==> src/hdl/brsoi_pkg.sv <==
package brsoi_pkg;

  // Block framing
  localparam int BLOCK_LEN = 100;
  localparam int POS_W     = (BLOCK_LEN > 1) ? $clog2(BLOCK_LEN) : 1;

  // Field widths
  localparam int SAMPLE_W = 16;
  localparam int OUT_W    = 32;
  localparam int COEF_W   = 24;
  localparam int COEF_FRAC = 20;
  localparam int IN_SHIFT  = 8;   // Q0 sample to Q8 output scale

  // Products and accumulator
  localparam int BX_W  = COEF_W + SAMPLE_W + 1;   // coef * zero-extended sample
  localparam int AY_W  = COEF_W + OUT_W;          // coef * output history
  localparam int ACC_W = AY_W + 2;                // four terms plus rounding
  localparam int Q_W   = ACC_W - COEF_FRAC;

  // Configuration port
  localparam int CFG_IDX_W = 8;
  localparam int CFG_DATA_W = COEF_W;

  localparam logic [CFG_IDX_W-1:0] REG_COEF_B1 = CFG_IDX_W'(0);
  localparam logic [CFG_IDX_W-1:0] REG_COEF_B2 = CFG_IDX_W'(1);
  localparam logic [CFG_IDX_W-1:0] REG_COEF_A1 = CFG_IDX_W'(2);
  localparam logic [CFG_IDX_W-1:0] REG_COEF_A2 = CFG_IDX_W'(3);

  localparam logic signed [COEF_W-1:0] COEF_B1_RST = 24'sd7804;
  localparam logic signed [COEF_W-1:0] COEF_B2_RST = 24'sd7354;
  localparam logic signed [COEF_W-1:0] COEF_A1_RST = -24'sd1918894;
  localparam logic signed [COEF_W-1:0] COEF_A2_RST = 24'sd877658;

  localparam logic signed [OUT_W-1:0] OUT_MAX = {1'b0, {(OUT_W-1){1'b1}}};
  localparam logic signed [OUT_W-1:0] OUT_MIN = {1'b1, {(OUT_W-1){1'b0}}};

  typedef struct packed {
    logic signed [COEF_W-1:0] b1;
    logic signed [COEF_W-1:0] b2;
    logic signed [COEF_W-1:0] a1;
    logic signed [COEF_W-1:0] a2;
  } coef_set_t;

  typedef struct packed {
    coef_set_t coef;
    logic      busy;   // coefficient change not yet folded into partial sum
  } coef_status_t;

endpackage

==> src/hdl/brsoi_coef_regs.sv <==
module brsoi_coef_regs (
  input  logic                              clk,
  input  logic                              rst_n,
  input  logic                              cfg_we,
  input  logic [brsoi_pkg::CFG_IDX_W-1:0]   cfg_index,
  input  logic [brsoi_pkg::CFG_DATA_W-1:0]  cfg_wdata,
  output brsoi_pkg::coef_status_t           status
);

  brsoi_pkg::coef_set_t coef_r, coef_nxt;
  logic                 busy_r, busy_nxt;

  always_comb begin
    coef_nxt = coef_r;
    if (cfg_we) begin
      unique case (cfg_index)
        brsoi_pkg::REG_COEF_B1: coef_nxt.b1 = signed'(cfg_wdata);
        brsoi_pkg::REG_COEF_B2: coef_nxt.b2 = signed'(cfg_wdata);
        brsoi_pkg::REG_COEF_A1: coef_nxt.a1 = signed'(cfg_wdata);
        brsoi_pkg::REG_COEF_A2: coef_nxt.a2 = signed'(cfg_wdata);
        default: coef_nxt = coef_r;   // drop writes beyond the register list
      endcase
    end
    // hold off input after a write so the partial sum picks up the new weights
    busy_nxt = cfg_we;
  end

  always_ff @(posedge clk) begin
    if (!rst_n) begin
      coef_r.b1 <= brsoi_pkg::COEF_B1_RST;
      coef_r.b2 <= brsoi_pkg::COEF_B2_RST;
      coef_r.a1 <= brsoi_pkg::COEF_A1_RST;
      coef_r.a2 <= brsoi_pkg::COEF_A2_RST;
      busy_r    <= 1'b1;
    end else begin
      coef_r <= coef_nxt;
      busy_r <= busy_nxt;
    end
  end

  assign status = {coef_r, busy_r};

endmodule

==> config.mk <==
export PLATFORM = sky130hd
export DESIGN_NAME = brsoi_coef_regs
export DESIGN_NICKNAME = d
export VERILOG_FILES = /design/src/hdl/brsoi_pkg.sv /design/src/hdl/brsoi_coef_regs.sv
export SDC_FILE = /design/constraint.sdc
export NUM_CORES = 1
export LEC_CHECK = 0
export BUFFER_PORTS_ARGS = -buffer_cell sky130_fd_sc_hd__buf_2
export CORE_MARGIN = 3
export CORE_UTILIZATION = 45
export DETAILED_ROUTE_END_ITERATION = 6
export GPL_TIMING_DRIVEN = 0
export PLACE_DENSITY = 0.85
export SYNTH_ARGS = -nofsm -noshare
export SYNTH_HDL_FRONTEND = slang
export SYNTH_SLANG_ARGS = --single-unit
==> constraint.sdc <==
create_clock -name clk -period 1.6 [get_ports clk]
set_clock_uncertainty 0.1 [all_clocks]
set_input_delay 0.32 -clock clk [delete_from_list [all_inputs] [get_ports clk]]
set_output_delay 0.32 -clock clk [all_outputs]
set_load 0.02 [all_outputs]
==> results of run 1 <==
[worst register-to-register path, cell delays in order, from the launching register on]
cell and delay [ps]:
dfxtp_1 360, nand2_1 90, mux2i_1 190
[sequential cells by signal, summed over array words and instances (netlist names)]
signal and count:
busy_r 1, status 96
[final cells by class]
cell class	instances	area share
timing repair buffer	130	0.134
multi-input combinational	243	0.354
tap	105	0.0270
clock buffer	10	0.0262
clock inverter	6	0.0185
buffer	27	0.0411
sequential	97	0.399
[placed cells by master (no fill, tap or decap), types with 3 or more instances in the layout]
cell type,Yosys,layout
buf_6,3,3
buf_4,5,5
clkbuf_8,0,9
buf_2,2,132
nand2_1,81,81
dfxtp_1,97,97
mux2i_1,96,96
nor2b_1,59,59
clkbuf_1,13,14
[power breakdown]
group / switching, mW / internal, mW
clock: 0.877 / 0.888
combinational: 0.143 / 0.0878
sequential: 0.00200 / 2.42
total: 1.02 / 3.39
[through the flow]
step	utilization	setup WS (ps)
3_5_place_dp	0.560	-239
3_3_place_gp	0.560	-158
4_1_cts	0.586	127
6_report	0.586	127
5_1_grt	0.586	59.7
2_1_floorplan	-	71.0
[cells by family after synthesis]
group	Yosys count	synth area share
DFF	97	0.502
and+or+nand+nor	147	0.198
buffers and inverters	27	0.0518
muxes	96	0.248
[cells in the mapped netlist]
library cell | count | area [um2]
dfxtp_1 | 97 | 1940
nor3_2 | 1 | 10.0
nand4_4 | 1 | 21.3
and4bb_1 | 1 | 12.5
mux2i_1 | 96 | 961
nand2b_1 | 1 | 6.26
buf_4 | 5 | 37.5
nor4b_4 | 1 | 23.8
buf_8 | 2 | 30.0
buf_6 | 3 | 33.8
nor2b_1 | 59 | 369
nand2_1 | 81 | 304
clkbuf_1 | 13 | 48.8
nand4b_1 | 2 | 17.5
buf_12 | 2 | 40.0
buf_2 | 2 | 10.0
[final timing paths]
| kind | end | cells after the start | slack (ps) | start |
|---|---|---|---|---|
| max | status[96] | 6 | 130 | cfg_index[6] |
| min | busy_r | 2 | 60 | cfg_we |
| min reg2reg | status[21] | 2 | 360 | status[21] |
| max reg2reg | status[22] | 2 | 790 | status[22] |
[routing by layer]
layer / vias up / track usage
li1: 1489 / -
met5: - / 0
met4: 0 / 0.0756
met1: 1460 / 0.260
met2: 121 / 0.386
met3: 12 / 0.0502
==> results.json, run 1 <==
{
  "rows": 33,
  "first_pass_iters": 5,
  "routed.top_layer": "met4",
  "peakVddDrop_mv": 0.552,
  "die-area_mm2": 0.00974,
  "fin_area_mm2": 0.00487,
  "final_nets": 543,
  "multiInputGateArea_mm2": 0.00173,
  "place_area_mm2": 0.00465,
  "cp_data_required_time_ps": 1780,
  "clk_latency_ps": 350,
  "path_delay_family": "simple AND/OR/NAND/NOR gates",
  "vias_per_cell": 4.99,
  "path_buf_inv": 3,
  "tightest_slew_ps": 632,
  "rsz0062_at_grt": "false",
  "worstPathArrival_ps": 1650,
  "cts_setup_buffers": 0,
  "ys_ff_latch": 97,
  "final_layout_size_suffix_gt1_frac": 0.316,
  "hold_viol_final": 0,
  "ys_types": 16,
  "hold_path.class": "input pin to register",
  "antenna_cells": 0,
  "placeableCoreArea_mm2": 0.00830,
  "die_y_um": 98.7,
  "total_power_mw": 4.41,
  "clock-sinks": 97,
  "critPathMaxStageDelay_ps": 400,
  "root_buffer": "clkbuf_8",
  "dp_hpwl_mm": 7.79,
  "grt_pass1_vias": 3256,
  "slew_headroom": 0.579,
  "yosysSeqAreaShare": 0.502,
  "ant_nets": 0,
  "leakagePower_nw": 2.48,
  "crit_chain": "buf_2 > nor4b_4 > and4bb_1 > buf_6 > buf_12 > mux2i_1",
  "cp_max_fo": 10,
  "postCtsHoldBufs": 0,
  "synth.avg_cell_area_um2": 10.5,
  "setup_viol": 0,
  "cts_tree": "built",
  "met1_length_mm": 4.41,
  "wl_met2_mm": 5.26,
  "hold_ws_ps": 57.0,
  "status": "finished clean",
  "grt_max_degree": 17,
  "max_cap_viol_count": 0,
  "pin_count": 132,
  "synth_warnings": 0,
  "n_fill_cell": 736,
  "finalNonFillerCells": 618,
  "power.density_mw_per_mm2": 907,
  "seqCellArea_mm2": 0.00194,
  "critPathCaptureType": "register",
  "die_x_um": 98.7,
  "crit_type": "input pin to register",
  "syn_nets": 402,
  "cts_resized": 0,
  "drt_iter0_markers": 111,
  "synth_cells": 367,
  "cts_made_buffers": 9,
  "place.gp.congestion": 0.806,
  "clk_path_buf_depth": 2,
  "grt_antenna_before_repair": 0,
  "grt_pass1_wl_mm": 16.6,
  "finalCritPeriodShare": 0.921,
  "setup.worst_path.start_class": "input pin",
  "track_usage": 0.218,
  "via_count": 3082,
  "slew_viol_final": 0,
  "wirelength_mm": 10.5,
  "cts-htree-levels": 3,
  "initial_core_util": 0.466,
  "gr-total-overflow": 0,
  "wire_per_inst_um": 17.1,
  "place.port_buffers": 130,
  "drc": 0,
  "area_growth_pct": 25.8,
  "slowest_stage": "nor4b_4",
  "setup_tns_ps": 0,
  "fmax_ghz": 0.679,
  "synth_area_mm2": 0.00387,
  "period_needed_ps": 1470,
  "dr_wl_met3_um": 707,
  "clk_pin_slew_worst_paths_ps": 90,
  "placed_cells": 602
}
Power figures use the tool's default switching activity.
==> run 2: changes to the inputs <==
--- a/config.mk
+++ b/config.mk
@@ -8,9 +8,11 @@
 export BUFFER_PORTS_ARGS = -buffer_cell sky130_fd_sc_hd__buf_2
 export CORE_MARGIN = 3
 export CORE_UTILIZATION = 45
+export CTS_BUF_LIST = sky130_fd_sc_hd__clkbuf_4 sky130_fd_sc_hd__clkbuf_8 sky130_fd_sc_hd__clkbuf_16
 export DETAILED_ROUTE_END_ITERATION = 6
 export GPL_TIMING_DRIVEN = 0
 export PLACE_DENSITY = 0.85
+export REMOVE_ABC_BUFFERS = 1
 export SYNTH_ARGS = -nofsm -noshare
 export SYNTH_HDL_FRONTEND = slang
 export SYNTH_SLANG_ARGS = --single-unit
==> results.json, run 2 (synthesis gave the netlist of run 1 again) <==
{
  "clk_path_buf_depth": 2,
  "hold_path.class": "input pin to register",
  "first_pass_iters": 4,
  "cts-htree-levels": 3,
  "finalCritPeriodShare": 1.02,
  "p_comb_frac": 0.048,
  "seqPwrFrac": 0.577,
  "cts_tree": "built",
  "cp_data_required_time_ps": 1750,
  "drc": 0,
  "largest_register_ffs": 96,
  "antenna_cells": 0,
  "final_layout_size_suffix_gt1_frac": 0.320,
  "slew_viol_final": 0,
  "final_common_cell": "buf_2",
  "gr-total-overflow": 0,
  "grt_pass1_vias": 2847,
  "place_area_mm2": 0.00454,
  "via_count": 2847,
  "setup_viol": 16,
  "setup.worst_path.start_class": "input pin",
  "area_growth_pct": 23.5,
  "cp-startpoint": "cfg_index[3]",
  "violations": "negative setup slack",
  "power_switching_uw": 913,
  "clk_pin_slew_worst_paths_ps": 90,
  "root_buffer": "clkbuf_8",
  "peakVddDrop_mv": 0.534,
  "initial_core_util": 0.466,
  "place.port_buffers": 131,
  "tightest_slew_ps": 677,
  "n_fill_cell": 741,
  "fin_area_mm2": 0.00477,
  "grt_antenna_before_repair": 0,
  "r2r_start": "status[49]",
  "dp_hpwl_mm": 5.85,
  "cp_max_fo": 24,
  "worstPathArrival_ps": 1790,
  "power.share.clock": 0.376,
  "drt_iter0_markers": 68,
  "postCtsHoldBufs": 0,
  "status": "finished, violations left",
  "leakagePower_nw": 2.44,
  "pin_count": 132,
  "clock-sinks": 97,
  "wirelength_mm": 8.20,
  "clk_latency_ps": 340,
  "switching_share": 0.218,
  "max_cap_viol_count": 0,
  "rows": 33,
  "period_needed_ps": 1640,
  "track_usage": 0.168,
  "grt_max_degree": 75,
  "rsz0062_at_grt": "true",
  "ant_nets": 0,
  "hold_viol_final": 0,
  "layout_setup_ws_ps": -38.2,
  "die_x_um": 98.7,
  "wire_per_inst_um": 13.7,
  "placeableCoreArea_mm2": 0.00830,
  "final_cell_mix": "buf_2, dfxtp_1, mux2i_1",
  "slew_headroom": 0.548,
  "crit_type": "input pin to register",
  "final_nets": 525,
  "power.density_mw_per_mm2": 878,
  "vias_per_cell": 4.75,
  "fmax_ghz": 0.610,
  "cts_made_buffers": 9,
  "die-area_mm2": 0.00974,
  "worstHoldStart": "cfg_we",
  "critPathCaptureType": "register",
  "place.gp.congestion": 0.713,
  "grt_pass1_wl_mm": 13.4,
  "die_y_um": 98.7,
  "total_power_mw": 4.19,
  "internal-power_mw": 3.28
}
-- run 2: path summary, 6_finish.rpt --
kind                     end  slack, ps  depth (start not counted)
setup / recovery  status[20]        -40                          4
hold / removal        busy_r         70                          2
setup reg to reg  status[49]        840                          2
hold reg to reg   status[18]        360                          2
-- run 2: final cells by class --
| class | instances | area [um2] | share of cell area |
|---|---|---|---|
| clock buffers | 11 | 145 | 0.0304 |
| clock inverters | 4 | 53.8 | 0.0113 |
| multi-input cells | 243 | 1730 | 0.362 |
| flip-flops and latches | 97 | 1940 | 0.407 |
| well taps | 105 | 131 | 0.0275 |
| repair buffers | 139 | 773 | 0.162 |
-- run 2: what timing repair did --
item                                    CTS  global route
resized for setup                         3             0
endpoints found under the setup margin   69            49
setup buffers                             3             0
endpoints found under the hold margin     0             0
pin swaps                                 2             2
-- run 2: critical path, stage by stage --
cell     delay [ps]
buf_6            90
nor4b_4         410
nand4_4         590
mux2i_1         340
-- run 2: per-layer routing --
layer	GRT usage	vias to the layer above	routed length [um]
li1	-	1444	-
met1	0.203	1314	3630
met2	0.298	78	4030
met3	0.0382	11	437
met4	0.0504	0	95
met5	0	-	0
-- run 2: per-stage QoR --
stage          hold slack (ps)   util  setup slack (ps)  cells  TNS, ps
6_report                  75.0  0.575             -38.2    599     -313
5_1_grt                   72.4  0.575              -100    599    -2380
4_1_cts                   55.1  0.575             -64.3    599     -364
3_5_place_dp               344  0.547              -658    581   -39460
3_3_place_gp               342  0.537             -1550    576  -115890
2_1_floorplan              293      -              -729    340   -46800
-- run 2: power by group through the flow --
stage | Clock [mW] | Sequential, mW | Combinational (mW)
2_1_floorplan | 0 | 2.48 | 0.0750
3_3_place_gp | 0 | 2.47 | 0.186
3_5_place_dp | 0 | 2.47 | 0.196
4_1_cts | 1.63 | 2.42 | 0.200
5_1_grt | 1.72 | 2.42 | 0.221
6_report | 1.58 | 2.42 | 0.199
